==> src/hw/rtl/pwa_pkg.sv <==
// ----------------------------------------------------------------------------
// pwa_pkg
// Types and constants of the per-position Welford accumulator.
// ----------------------------------------------------------------------------
package pwa_pkg;

  // Statistics table geometry (power of two, at most 4096 entries).
  localparam int POSITIONS = 4096;
  localparam int IDX_W     = $clog2(POSITIONS);

  // Field widths.
  localparam int CNT_W  = 16;
  localparam int MEAN_W = 24;
  localparam int SQ_W   = 56;
  localparam int STD_W  = 16;
  localparam int SMP_W  = 16;
  localparam int ENTRY_W = CNT_W + MEAN_W + SQ_W;

  // Shared unit geometry.
  localparam int REM_W  = 27;
  localparam int STEP_W = 6;
  localparam logic [STEP_W-1:0] MEAN_DIV_STEPS = STEP_W'(MEAN_W);
  localparam logic [STEP_W-1:0] VAR_DIV_STEPS  = STEP_W'(SQ_W);
  localparam logic [STEP_W-1:0] SQRT_STEPS     = STEP_W'(24);

  localparam logic [CNT_W-1:0] CNT_MAX = '1;
  localparam logic [SQ_W-1:0]  SQ_MAX  = '1;

  // Configuration register indexes.
  localparam logic CFG_LOW_LIMIT  = 1'b0;
  localparam logic CFG_HIGH_LIMIT = 1'b1;
  localparam logic [15:0] HIGH_LIMIT_RST = 16'd64000;

  // Input opcodes.
  localparam logic OP_ACCUM = 1'b0;
  localparam logic OP_READ  = 1'b1;

  // Result status codes.
  localparam logic [1:0] ST_ACCUMULATED = 2'd0;
  localparam logic [1:0] ST_REJECTED    = 2'd1;
  localparam logic [1:0] ST_COUNT_FULL  = 2'd2;
  localparam logic [1:0] ST_READ        = 2'd3;

  // Sequencer states.
  typedef enum logic [3:0] {
    S_CLEAR, S_IDLE, S_RD, S_CHECK, S_DIVM, S_MUL, S_ACC, S_WR,
    S_STD, S_DIVV, S_SQRT, S_DONE
  } pwa_state_t;

  // Request to the shared divide / square-root unit.
  typedef struct packed {
    logic              start;
    logic              is_sqrt;
    logic [STEP_W-1:0] steps;
  } pwa_req_t;

endpackage

==> src/hw/rtl/pwa_divsqrt.sv <==
// ----------------------------------------------------------------------------
// pwa_divsqrt
// Shared radix-2 divider and digit-by-digit square root, one step per cycle.
// ----------------------------------------------------------------------------
module pwa_divsqrt
  import pwa_pkg::*;
(
  input  logic             clk,
  input  logic             rst_n,
  input  pwa_req_t         req,
  input  logic [SQ_W-1:0]  num,
  input  logic [CNT_W-1:0] den,
  output logic             done,
  output logic [SQ_W-1:0]  quo
);

  logic              busy_r, busy_nxt;
  logic              done_r, done_nxt;
  logic              sqrt_r;
  logic [STEP_W-1:0] cnt_r;
  logic [SQ_W-1:0]   num_r;
  logic [SQ_W-1:0]   q_r;
  logic [REM_W-1:0]  rem_r;
  logic [CNT_W-1:0]  den_r;
  logic [REM_W-1:0]  rem_sh;
  logic [REM_W-1:0]  trial;
  logic              ge;

  // One compare-subtract step: divisor for division, 4r+1 for square root.
  always_comb begin
    if (sqrt_r) begin
      rem_sh = {rem_r[REM_W-3:0], num_r[SQ_W-1 -: 2]};
      trial  = {q_r[REM_W-3:0], 2'b01};
    end else begin
      rem_sh = {rem_r[REM_W-2:0], num_r[SQ_W-1]};
      trial  = REM_W'(den_r);
    end
    ge = (rem_sh >= trial);
  end

  // Control flags.
  always_comb begin
    busy_nxt = busy_r;
    done_nxt = 1'b0;
    if (req.start) begin
      busy_nxt = 1'b1;
    end else if (busy_r && cnt_r == STEP_W'(1)) begin
      busy_nxt = 1'b0;
      done_nxt = 1'b1;
    end
  end

  always_ff @(posedge clk) begin
    if (!rst_n) begin
      busy_r <= 1'b0;
      done_r <= 1'b0;
    end else begin
      busy_r <= busy_nxt;
      done_r <= done_nxt;
    end
  end

  // Datapath: load on start, then shift one digit per cycle.
  always_ff @(posedge clk) begin
    if (req.start) begin
      sqrt_r <= req.is_sqrt;
      cnt_r  <= req.steps;
      num_r  <= num;
      den_r  <= den;
      q_r    <= '0;
      rem_r  <= '0;
    end else if (busy_r) begin
      cnt_r <= cnt_r - STEP_W'(1);
      num_r <= sqrt_r ? {num_r[SQ_W-3:0], 2'b00} : {num_r[SQ_W-2:0], 1'b0};
      q_r   <= {q_r[SQ_W-2:0], ge};
      rem_r <= ge ? rem_sh - trial : rem_sh;
    end
  end

  assign done = done_r;
  assign quo  = q_r;

endmodule

==> config.mk <==
export PLATFORM = sky130hd
export DESIGN_NAME = pwa_divsqrt
export DESIGN_NICKNAME = d
export VERILOG_FILES = /design/src/hw/rtl/pwa_pkg.sv /design/src/hw/rtl/pwa_divsqrt.sv
export SDC_FILE = /design/constraint.sdc
export NUM_CORES = 1
export LEC_CHECK = 0
export ABC_AREA = 0
export BUFFER_PORTS_ARGS = -buffer_cell sky130_fd_sc_hd__buf_4
export CORE_AREA = 2 2 162 164
export CTS_CLUSTER_SIZE = 25
export DETAILED_ROUTE_END_ITERATION = 6
export DIE_AREA = 0 0 164 166
export GPL_ROUTABILITY_DRIVEN = 0
export RECOVER_POWER = 100
export REMOVE_ABC_BUFFERS = 1
export SLEW_MARGIN = 20
export SYNTH_ARGS = -nofsm -noshare
export SYNTH_HDL_FRONTEND = slang
export SYNTH_SLANG_ARGS = --single-unit
==> constraint.sdc <==
create_clock -name clk -period 9.4 [get_ports clk]
set_clock_uncertainty 0.2 [all_clocks]
set_input_delay 1.88 -clock clk [delete_from_list [all_inputs] [get_ports clk]]
set_output_delay 1.88 -clock clk [all_outputs]
set_load 0.03 [all_outputs]
==> metrics.md <==
| Metric | Value |
|---|---|
| Outcome | complete, but fails checks |
| Failing checks | capacitance limit, slew limit |
| Area growth, synth to finish | 18.2% |
| Critical path capture point type | flop |
| Setup Fix Bufs, Post-CTS | 0 |
| Synth top area share | 27.1% |
| Clock sink count | 163 |
| First-pass GRT wire length | 32,800 µm |
| Clock transition at path regs | 60 ps |
| Critical path depth | 11 |
| Port Buf Inserts | 138 |
| CTS H-tree depth | 4 |
| Drt total wl | 19,800 µm |
| Final setup vio count | 0 |
| Number of placed instances, taps included | 1,286 |
| Worst R2R Path Depth | 11 |
| Hold WC Path Type | reg2reg |
| Post-synthesis sequential area ratio | 46.2% |
| Slew at the pin closest to its max-slew limit | 3310 ps |
| Initial detailed-routing violation count | 364 |
| Initial antenna violation count | 1 |
| Max_cap viols | 2 |
| Vias in the first global route | 6,558 |
| Pre-Repair DR Iteration Count | 5 |
| Final TNS setup | 0 ps |
| Yosys reg bits | 163 |
| Synthesized area per cell | 10.2 µm² |
| Via/cell ratio | 4.99 |
| Via count | 6,574 |
| Slew Viols, Final | 119 |
| Final Util | 40.4% |
| DP Area | 10,000 µm² |
| Hold violation count in the final report | 0 |
| Slew margin rel. | -121% |
| Largest net degree at the start of global routing | 111 |
| Worst endpoint required time | 9540 ps |
| Cell Area, Synth | 8770 µm² |
| Hold path depth | 2 |
| Overflow after GRT | 0 |
| Clk buf depth | 2 |
| Cell taking the most area after synthesis | edfxtp_1 |
| Fmax | 0.159 GHz |
| Detail Route Antenna Nets | 0 |
| Crit share post-route | 66.8% |
| Nets | 1,082 |
| Most used DFF post-synth | dfxtp_1 |
| Worst path slowest cell | clkbuf_1 |
| Clk_lat worst skew | 430 ps |
| Most frequent cells in the layout | mux2i_1 (143), nand2_1 (98), nor2_1 (90) |
| Ys async rst share | 0% |
| Maximum fanout along the worst path | 55 |
| Die width | 164 µm |
| Dpl hpwl | 13,700 µm |
| Crit path kind | reg2reg |
| Remaining DRCs | 0 |
| Mapped Cells | 863 |
| Layout fillers | 2,611 |
| N_diodes | 0 |
| Count of buffer and inverter cells on the critical path | 1 |
| Minimum clock period | 6280 ps |
| Row count | 59 |
| Initial Util | 34.2% |
| Pwr/cell area | 259 nW/µm² |
| Startpoint class of the critical path | flop |
| Clock Tree Root | clkbuf_16 |
| # resized after CTS | 0 |
| Top cell family by delay on the critical path | buffers and inverters |
| Worst path max stage delay | 2200 ps |
| Layout cells sized above 1 | 15.2% |
| Drt wl/cell | 15.0 µm |
| Post-synth EDFFs | 79 |
| Layout Cells excl Fill | 1,318 |
| Synth warn | 0 |
| CTS tree | built |
| Commonest non-fill, non-tap cell in the layout | mux2i_1 |
| Core ar. | 25,600 µm² |
| Top Ports | 139 |
| Post-route cell area | 10,400 µm² |
| Die height | 166 µm |
| RSZ-0062 raised after global routing | no |
| TritonCTS Buffers | 17 |
| Peak VDD IR | 0.204 mV |
| Static leakage | 4.27 nW |
| Worst EP arrival | 6420 ps |
| Total GRT Usage | 14.8% |
| Cells along the critical path | clkbuf_1 > mux2_2 > ha_1 > nand3_1 > or2_0 > o221a_4 > a31o_4 > a31oi_1 > o21a_2 > nand2_1 > o21ai_0 |
| Library cells used by synthesis | 56 |
| Cts hold-fix bufs | 0 |
| Die Area | 27,200 µm² |
| Synth top area cells | edfxtp_1 (27%), dfxtp_1 (19%), mux2i_1 (16%), nand2_1 (4.2%), ha_1 (4.1%) |
[where the power goes]
group          internal [W]  switching, W  total (W)
clock              0.000392      0.000294   0.000686
combinational      0.000491      0.000623    0.00111
sequential         0.000830     0.0000522   0.000883
[logic make-up after synthesis]
| family | after synthesis | synth area share (%) |
|---|---|---|
| muxes | 169 | 19.7 |
| xor gates and xnor gates | 24 | 2.40 |
| adders and majority gates | 30 | 4.37 |
| buffers and inverters | 67 | 3.30 |
| and+or+nand+nor | 236 | 11.3 |
| DFF | 163 | 46.2 |
| AOI/OAI and AO/OA | 174 | 12.8 |
[cell usage after synthesis, types with 12 or more instances]
library cell / n
mux2i_1: 143
a21o_1: 13
o21ai_1: 12
mux2_2: 26
o21ai_0: 66
a211oi_1: 13
dfxtp_1: 84
a21oi_1: 24
nand2_1: 98
edfxtp_1: 79
ha_1: 29
nor2_1: 90
clkbuf_1: 38
xnor2_1: 15
[worst register-to-register path, cell delays in order, from the launching register on]
cell and delay (ps):
edfxtp_1 320, clkbuf_1 2200, mux2_2 550, ha_1 450, nand3_1 180, or2_0 270, o221a_4 230, a31o_4 230
a31oi_1 350, o21a_2 640, nand2_1 310, o21ai_0 270
[registers in the layout, summed over array words and instances, names as in the netlist]
signal  count
busy_r      1
cnt_r       6
den_r      16
done        1
num_r      56
quo        56
rem_r      26
sqrt_r      1
[cell type report]
cell class	count	area [µm²]	share of cell area [%]
clock buffers	20	437	4.21
clock inverters	12	134	1.29
inverters	11	41.3	0.399
multi-input cells	633	4420	42.6
flip-flops and latches	163	4060	39.2
well taps	335	419	4.05
repair buffers	144	856	8.26
[per-layer routing]
metal  share of wire (%)  track usage [%]  vias up
met5               0.066                0        -
met4                0.85             3.51        2
met3                 7.1             5.02       19
met2                  45             23.6      145
met1                  47             19.4     3073
li1                    -                -     3335
[final timing paths]
kind                     startpoint  slack [ps]                     end
max                sqrt_r$_DFFE_PP_        3120  rem_r[18]$_SDFFE_PP0P_
min reg2reg  rem_r[23]$_SDFFE_PP0P_         280  rem_r[23]$_SDFFE_PP0P_
min          rem_r[23]$_SDFFE_PP0P_         280  rem_r[23]$_SDFFE_PP0P_
max reg2reg        sqrt_r$_DFFE_PP_        3120  rem_r[18]$_SDFFE_PP0P_
[per-stage QoR]
stage | hold slack, ps | total power, W | setup slack [ps]
2_1_floorplan | 235 | 0.00176 | 2940
3_3_place_gp | 255 | 0.00202 | 4760
3_5_place_dp | 261 | 0.00202 | 4660
4_1_cts | 270 | 0.00272 | 4640
5_1_grt | 307 | 0.00286 | 2520
6_report | 276 | 0.00268 | 3120
(Power assumes the default switching activity.)
