[src/hw/rtl/pwa_ram.sv]
// ----------------------------------------------------------------------------
// pwa_ram
// Generic single-write, single-read RAM with registered read data.
// ----------------------------------------------------------------------------
module pwa_ram #(
  parameter int WIDTH = 8,
  parameter int DEPTH = 16
) (
  input  logic                     clk,
  input  logic                     we,
  input  logic [$clog2(DEPTH)-1:0] waddr,
  input  logic [WIDTH-1:0]         wdata,
  input  logic [$clog2(DEPTH)-1:0] raddr,
  output logic [WIDTH-1:0]         rdata
);

  logic [WIDTH-1:0] mem [DEPTH];
  logic [WIDTH-1:0] rdata_r;

  // Write port and registered read port.
  always_ff @(posedge clk) begin
    if (we) begin
      mem[waddr] <= wdata;
    end
    rdata_r <= mem[raddr];
  end

  assign rdata = rdata_r;

endmodule

[config.mk]
export PLATFORM = sky130hd
export DESIGN_NAME = pwa_ram
export DESIGN_NICKNAME = d
export VERILOG_FILES = /design/src/hw/rtl/pwa_ram.sv
export SDC_FILE = /design/constraint.sdc
export NUM_CORES = 1
export LEC_CHECK = 0
export ABC_AREA = 1
export BUFFER_PORTS_ARGS = -buffer_cell sky130_fd_sc_hd__buf_2
export CAP_MARGIN = 30
export CORE_MARGIN = 8
export CORE_UTILIZATION = 38
export DETAILED_ROUTE_END_ITERATION = 8
export PLACE_DENSITY = 0.55
export SLEW_MARGIN = 20
export SYNTH_ARGS = -nofsm -noshare
export SYNTH_HDL_FRONTEND = slang
export SYNTH_SLANG_ARGS = --single-unit
[constraint.sdc]
create_clock -name clk -period 1.2 [get_ports clk]
set_clock_uncertainty 0.1 [all_clocks]
set_input_delay 0.24 -clock clk [delete_from_list [all_inputs] [get_ports clk]]
set_output_delay 0.24 -clock clk [all_outputs]
set_load 0.01 [all_outputs]
==> results of run 1 <==
-- power by group --
part           switching [mW]  internal [mW]
sequential             0.0424           5.32
combinational           0.461          0.280
clock                    1.73           2.69
-- final timing paths --
kind                    end  cells after the start  slack, ps       from
setup / recovery   rdata[5]                      1        -30   rdata[5]
hold / removal    mem[4][2]                      1        120   wdata[2]
setup reg to reg   rdata[5]                      6        130  mem[9][5]
hold reg to reg    rdata[7]                      6        560  mem[6][7]
-- through the flow --
| step | util, % | power (mW) | TNS [ps] | std cells |
|---|---|---|---|---|
| 2_1_floorplan | - | 5.83 | -7240 | 551 |
| 3_3_place_gp | 42.4 | 6.16 | -12260 | 773 |
| 3_5_place_dp | 42.4 | 6.17 | -14940 | 773 |
| 4_1_cts | 46.0 | 10.6 | -141 | 803 |
| 5_1_grt | 46.1 | 10.9 | -209 | 803 |
| 6_report | 46.1 | 10.5 | -40.5 | 803 |
-- layout by cell type (no fill, tap or decap), types with 2 or more instances in the layout --
cell and instances:
nor2_2 6, inv_1 100, buf_12 12, clkbuf_8 2, nand2_1 173, clkbuf_1 5
inv_2 2, nor2_1 11, clkinv_1 2, nand3b_1 2, clkinv_2 4, clkbuf_16 17
buf_2 17, buf_6 8, dfxtp_2 7, nand3_1 97, buf_4 21, edfxtp_1 128
-- metal layers --
metal | wire length [um] | share of wire (%) | track usage [%] | vias to the layer above
met2 | 6420 | 48 | 23.9 | 101
met4 | 274 | 2.1 | 7.63 | 0
met1 | 5820 | 44 | 17.8 | 1778
met3 | 830 | 6.2 | 3.72 | 16
li1 | - | - | - | 1877
met5 | 0 | 0 | 0 | -
-- sequential cells by signal, indices dropped and copies added (netlist names) --
| name | count |
|---|---|
| mem | 128 |
| rdata | 8 |
-- cells by family (layout without fill, tap and decap cells) --
| kind of cell | Yosys count | in the layout | synth area share, % |
|---|---|---|---|
| buffers and inverters | 126 | 190 | 9.52 |
| flip-flops | 136 | 136 | 69.4 |
| AND/OR/NAND/NOR | 289 | 289 | 21.0 |
-- final cells by class --
type,count,area (um2),share of cell area [%]
flip-flops and latches,136,4020,57.9
multi-input cells,289,1230,17.7
repair buffers,58,573,8.26
clock buffers,24,472,6.80
inverters,102,383,5.52
well taps,188,235,3.39
clock inverters,6,27.5,0.397
-- repair_timing --
item | CTS | global route
buffers inserted | 0 | 0
gates resized for setup | 12 | 6
endpoints found under the setup margin | 8 | 8
gates cloned | 0 | 0
==> summary.txt, run 1 <==
STA
  • RSZ-0062 raised after global routing: yes
  • Fmax: 816 MHz
  • Worst Hold Slack: 121 ps
  • Period utilization: 102%
  • Final hold violations: 0
  • Final WS setup: -26.0 ps
  • Transition time of the tightest slew-check pin: 349 ps
  • Setup Viol. Count Final: 3
  • Max-slew violations: 0
  • Slew HR: 76.7%
  • Fin crit period: 1230 ps

Routing
  • DRT Pass-1 Iters: 5
  • Routed wire length: 13,300 um
  • DR vias/cell: 4.70
  • 1st-iter DRT viols: 298
  • Wire length per cell: 16.6 um
  • DRC: 0
  • Final ANT Viol Nets: 0
  • Routed via count: 3,772

Synth
  • Ys Warns: 0
  • Synthesized Nets: 569
  • Synth cell types: 12
  • Post-Syn Area: 5770 um2
  • Fraction of registers with async set/reset: 0%
  • Most frequent cell after synthesis: nand2_1
  • Post-synth EDFFs: 128
  • Post-synthesis area per instance: 10.5 um2
  • Synth Flop Type: edfxtp_1
  • Largest cells by area after synthesis: edfxtp_1 67%, nand2_1 11%, nand3_1 8.4%, inv_1 6.5%, dfxtp_1 2.8%
  • Register area share after synthesis: 69.4%
  • #FFs+latches synth: 136
  • Post-Synthesis Cells: 551
  • Synth top cells by count: 173 x nand2_1, 128 x edfxtp_1, 100 x inv_1
  • Synth top area share: 66.7%
  • Post-synth top area cell: edfxtp_1

Clock tree
  • Cts bufs inserted: 17
  • Skew-Pair Late Insertion Delay: 410 ps
  • H-tree levels: 4
  • Hold_buf cts: 0
  • Clk buf depth: 2
  • Clock Tree Root: clkbuf_16
  • Clk sinks: 136
  • CTS tree: done
  • Clock slew at reported path FFs: 50 ps

Die
  • Ports: 26
  • DIE AREA: 19,400 um2
  • Row count: 45
  • Initial core utilization: 38.4%
  • DIE HEIGHT: 139 um
  • Core area: 15,000 um2
  • Die width: 139 um

Finish
  • Design Area, Final: 6940 um2
  • Final nets: 622
  • Final antenna diode count: 0
  • Fillcell total: 1,364
  • Area Overhead vs Synth: 20.3%
  • Share of post-route cells with drive strength above 1: 15.8%

Place
  • Post-placement cell area: 6370 um2
  • Port bufs: 25
  • DP Worst Slack: -202 ps
  • DP HPWL: 8700 um
  • Final GP Congestion: 0.810

Setup path
  • Worst Setup End Kind: output pin
  • CP max stage cell: dfxtp_4
  • WP data required: 860 ps
  • Max FO, Critical Path: 1
  • Worst Setup Path Type: flop to output pin
  • Crit-path max cell delay: 350 ps
  • Critical path startpoint category: flop
  • Largest delay share family, worst path: flip-flops
  • CP arrival: 890 ps
  • Bufs and invs on worst path: 1
  • Cell Chain, Critical Path: buf_6

Outcome
  • Outcome: complete, but fails checks
  • Failing checks: setup timing

GRT
  • Largest net degree at the start of global routing: 31
  • Grt total ovfl: 0
  • Number of global-route vias before repair: 3,795
  • Global Route Usage Sum: 14.7%
  • First-pass GRT wire length: 21,100 um
  • Initial antenna violation count: 0

Worst hold path
  • Hold/Removal Path Class: input port to flop

Power and ir drop
  • Pwr/cell area: 1520 nW/um2
  • Maximum vdd ir drop: 0.836 mV
  • Static Leak: 2.99 nW

Run
  • Max-Cap Viols: 0
Note: power is estimated with default switching activity, not from simulation.
==> run 2: changes to the inputs <==
--- a/config.mk
+++ b/config.mk
@@ -11,7 +11,7 @@
 export CORE_MARGIN = 8
 export CORE_UTILIZATION = 38
 export DETAILED_ROUTE_END_ITERATION = 8
-export PLACE_DENSITY = 0.55
+export PLACE_DENSITY = 0.59
 export SLEW_MARGIN = 20
 export SYNTH_ARGS = -nofsm -noshare
 export SYNTH_HDL_FRONTEND = slang
==> run 2 against run 1 <==
Compared with the run above: the run now ends clean; routed wire length down 2.4%; cell count is 0.37% lower; sequential cell count unchanged; largest power group unchanged; global-route usage is 0.54 points lower; register-to-register slack got worse by 60 ps; sequential power is essentially flat; first-iteration DRC count fell by 20%; clock-buffer cell count decreased by 6; fmax rose by 2.7%.
==> summary.txt, run 2 (synthesized netlist as in run 1, its figures left out) <==
Finish
  • Area Overhead vs Synth: 19.2%
  • Largest Register: mem
  • Most common cell after layout, fill and taps aside: nand2_1
  • Final antenna diode count: 0
  • Design Area, Final: 6880 um2
  • Fin util: 45.7%
  • Max reg flops: 128
  • Finished Layout Cells: 800
  • Final nets: 617
  • Fillcell total: 1,348
  • Share of post-route cells with drive strength above 1: 15.0%
  • Most frequent cells in the layout: 173 x nand2_1, 128 x edfxtp_1, 100 x inv_1, 95 x nand3_1, 24 x buf_2

Setup path
  • WP data required: 860 ps
  • Largest delay share family, worst path: flip-flops
  • Crit-path max cell delay: 330 ps
  • Max FO, Critical Path: 1
  • CP max stage cell: dfxtp_2
  • Worst Setup Path Type: flop to output pin
  • CP arrival: 850 ps
  • Critical path startpoint category: flop
  • Worst Setup End Kind: output pin
  • Cell Chain, Critical Path: buf_6
  • Bufs and invs on worst path: 1

Power and ir drop
  • Logic pwr share: 6.4%
  • Maximum vdd ir drop: 0.913 mV
  • Sw power: 2.41 mW
  • Pwr/cell area: 1630 nW/um2
  • Total internal power: 8.79 mW
  • Sw Share: 21.5%
  • Total power: 11.2 mW
  • Seq pwr share: 47.7%
  • Clock power frac: 45.9%
  • Static Leak: 2.98 nW

STA
  • Period utilization: 99.5%
  • Transition time of the tightest slew-check pin: 456 ps
  • Fmax: 838 MHz
  • RSZ-0062 raised after global routing: yes
  • Setup TNS Final: 0 ps
  • Max-slew violations: 0
  • Worst Hold Slack: 147 ps
  • Setup Viol. Count Final: 0
  • Fin crit period: 1190 ps
  • Final WS setup: 6.01 ps
  • Slew HR: 69.6%
  • Final hold violations: 0

Clock tree
  • Clk sinks: 136
  • CTS tree: done
  • H-tree levels: 4
  • Cts bufs inserted: 17
  • Post-CTS Setup Bufs: 0
  • Skew-Pair Late Insertion Delay: 410 ps
  • Clk buf depth: 2
  • Clock Tree Root: clkbuf_16
  • Clock slew at reported path FFs: 60 ps

Die
  • Initial core utilization: 38.4%
  • DIE HEIGHT: 139 um
  • Core area: 15,000 um2
  • Ports: 26
  • DIE AREA: 19,400 um2
  • Row count: 45
  • Die width: 139 um

Routing
  • DR vias/cell: 4.77
  • Routed via count: 3,817
  • 1st-iter DRT viols: 237
  • Final ANT Viol Nets: 0
  • Routed wire length: 13,000 um
  • DRT Pass-1 Iters: 5
  • Wire length per cell: 16.3 um
  • DRC: 0

Place
  • DP HPWL: 8540 um
  • Port bufs: 25
  • Post-placement cell area: 6270 um2
  • Final GP Congestion: 0.801
  • Placed Cells: 768
  • DP Worst Slack: -202 ps

GRT
  • First-pass GRT wire length: 20,400 um
  • Largest net degree at the start of global routing: 53
  • Number of global-route vias before repair: 3,811
  • Global Route Usage Sum: 14.2%
  • Initial antenna violation count: 0
  • Grt total ovfl: 0

Outcome
  • Outcome: finished, final reports clean

Run
  • Max-Cap Viols: 0

Worst hold path
  • Hold/Removal Path Class: input port to flop
## run 2: final cells by class
class	instances	area (um2)	share of cell area, %
Multi-Input combinational cell	289	1240	18.0
Clock inverter	14	156	2.27
Sequential cell	136	4010	58.2
Tap cell	188	235	3.42
Timing Repair Buffer	53	429	6.24
Clock buffer	18	429	6.24
Inverter	102	383	5.57
## run 2: power groups by stage
stage	Clock (mW)	Sequential [mW]	Combinational [mW]
3_5_place_dp	0	5.44	0.715
6_report	5.14	5.34	0.720
3_3_place_gp	0	5.43	0.706
5_1_grt	5.40	5.35	0.799
4_1_cts	5.23	5.34	0.722
2_1_floorplan	0	5.45	0.378
## run 2: final timing paths
path	start	to	slack, ps	cells after the start
hold reg to reg	mem[7][4]	rdata[4]	580	6
setup / recovery	rdata[6]	rdata[6]	6	1
setup reg to reg	mem[10][4]	rdata[4]	70	6
hold / removal	wdata[6]	mem[8][6]	150	1
## run 2: per-layer routing
metal	vias up	wire length [um]	track usage, %	part of all wire (%)
met3	21	662	3.72	5.1
met2	99	6300	22.8	48
met4	0	289	6.82	2.2
met1	1826	5770	17.5	44
met5	-	0	0	0
li1	1871	-	-	-
## run 2: what timing repair did
item,4_1_cts,5_1_grt
resized for setup,2,2
hold buffers,0,0
endpoints found under the setup margin,2,10
==> run 3: changes to the inputs <==
--- a/config.mk
+++ b/config.mk
@@ -10,8 +10,10 @@
 export CAP_MARGIN = 30
 export CORE_MARGIN = 8
 export CORE_UTILIZATION = 38
+export CTS_BUF_LIST = sky130_fd_sc_hd__clkbuf_4
 export DETAILED_ROUTE_END_ITERATION = 8
 export PLACE_DENSITY = 0.59
+export SKIP_LAST_GASP = 1
 export SLEW_MARGIN = 20
 export SYNTH_ARGS = -nofsm -noshare
 export SYNTH_HDL_FRONTEND = slang
==> run 3 against run 2 <==
Compared with the run above: the flow now finishes with violations (setup timing); combinational power increased by 1%; critical path depth is the same; clock-buffer cell count unchanged; highest routed layer unchanged.
==> summary.txt, run 3 (synthesized netlist as in run 1, its figures left out) <==
Die
  • DIE HEIGHT: 139 um
  • Initial core utilization: 38.4%
  • Row count: 45
  • DIE AREA: 19,400 um2
  • Ports: 26
  • Die width: 139 um
  • Core area: 15,000 um2

Finish
  • Area of the multi-input gates: 1240 um2
  • Max reg flops: 128
  • Most frequent cells in the layout: 173 x nand2_1, 128 x edfxtp_1, 100 x inv_1, 95 x nand3_1, 24 x buf_2
  • Area Overhead vs Synth: 14.8%
  • Share of post-route cells with drive strength above 1: 15.1%
  • Fillcell total: 1,382
  • Design Area, Final: 6620 um2
  • Fin util: 44.1%
  • Largest Register: mem
  • Final antenna diode count: 0
  • Most common cell after layout, fill and taps aside: nand2_1
  • Final nets: 621
  • Area occupied by registers: 4010 um2

Clock tree
  • H-tree levels: 4
  • Post-CTS Setup Bufs: 0
  • Clk sinks: 136
  • Cts bufs inserted: 17
  • Skew-Pair Late Insertion Delay: 530 ps
  • Clk buf depth: 2
  • Clock Tree Root: clkbuf_4
  • CTS tree: done
  • Clock slew at reported path FFs: 120 ps

Setup path
  • Worst Setup End Kind: output pin
  • R2R depth: 6
  • Bufs and invs on worst path: 1
  • CP max stage cell: dfxtp_2
  • R2r startpoint: mem[10][0]
  • Critical path startpoint category: flop
  • Max FO, Critical Path: 1
  • Largest delay share family, worst path: flip-flops
  • Crit-path max cell delay: 350 ps
  • Cell Chain, Critical Path: buf_6
  • Flop-to-flop setup slack: 80 ps
  • WP data required: 860 ps
  • Worst Setup Path Type: flop to output pin
  • Reg-to-reg endpoint: rdata[0]
  • CP arrival: 1000 ps

Place
  • Final GP Congestion: 0.801
  • DP HPWL: 8540 um
  • Port bufs: 25
  • DP Worst Slack: -202 ps
  • Post-placement cell area: 6270 um2

STA
  • Fmax: 747 MHz
  • Final hold violations: 0
  • Final WS setup: -138 ps
  • Period utilization: 112%
  • Fin crit period: 1340 ps
  • Transition time of the tightest slew-check pin: 451 ps
  • RSZ-0062 raised after global routing: yes
  • Setup Viol. Count Final: 8
  • Max-slew violations: 0
  • Slew HR: 69.9%

Routing
  • DRT Pass-1 Iters: 6
  • Routed via count: 3,872
  • Wire length per cell: 16.2 um
  • DRC: 0
  • Routed wire length: 13,000 um
  • DR vias/cell: 4.82
  • 1st-iter DRT viols: 258
  • Final ANT Viol Nets: 0

GRT
  • Global Route Usage Sum: 14.2%
  • Grt total ovfl: 0
  • Initial antenna violation count: 0
  • Number of global-route vias before repair: 3,828
  • First-pass GRT wire length: 20,500 um
  • Largest net degree at the start of global routing: 53

Power and ir drop
  • Pwr/cell area: 1380 nW/um2
  • Maximum vdd ir drop: 0.907 mV
  • Static Leak: 2.87 nW

Worst hold path
  • Hold Path Sink: mem[13][4]
  • Hold_sp: wdata[4]
  • Worst Hold Depth: 1
  • Hold/Removal Path Class: input port to flop

Outcome
  • Outcome: complete, but fails checks
  • Failing checks: setup timing

Run
  • Max-Cap Viols: 0
-- run 3: layout make-up --
type | count | area share (%)
Timing Repair Buffer | 57 | 7.08
Inverter | 102 | 5.78
Clock buffer | 18 | 2.04
Tap cell | 188 | 3.55
Clock inverter | 14 | 2.36
Sequential cell | 136 | 60.5
Multi-Input combinational cell | 289 | 18.7
-- run 3: layer usage --
metal / wire length [um] / part of all wire [%] / track usage, % / vias to the layer above
li1: - / - / - / 1874
met1: 5720 / 44 / 17.6 / 1851
met2: 6310 / 48 / 22.9 / 125
met3: 721 / 5.5 / 4.37 / 22
met4: 289 / 2.2 / 5.08 / 0
met5: 0 / 0 / 0 / -
-- run 3: repair_timing --
action | CTS | global route
hold buffers | 3 | 1
hold endpoints to repair | 28 | 2
endpoints found under the setup margin | 8 | 10
gates cloned | 0 | 0
resized for setup | 2 | 2
-- run 3: worst max path at each step --
stage | from | end | slack, ps | depth (start not counted)
after detailed placement | raddr[0] | rdata[4] | -200 | 8
after CTS | rdata[6] | rdata[6] | -180 | 1
after global routing | rdata[7] | rdata[7] | -210 | 1
after floorplan | waddr[2] | mem[10][0] | -90 | 2
after global placement | waddr[2] | mem[2][4] | -200 | 5
final | rdata[6] | rdata[6] | -140 | 1
-- run 3: per-stage QoR --
step	setup TNS (ps)	power, mW	instances	hold slack (ps)
floorplan	-7240	5.83	551	239
global placement	-20260	6.14	768	538
detailed placement	-21700	6.15	768	536
CTS	-1290	9.22	803	10.1
global route	-1610	9.50	804	1.37
finish	-917	9.16	804	50.1
-- run 3: power breakdown --
part           internal (mW)  leakage (nW)  switching (mW)
clock                   1.45         0.162            1.66
sequential              5.30          1.22          0.0277
combinational          0.243          1.49           0.486
total                   6.99          2.87            2.17
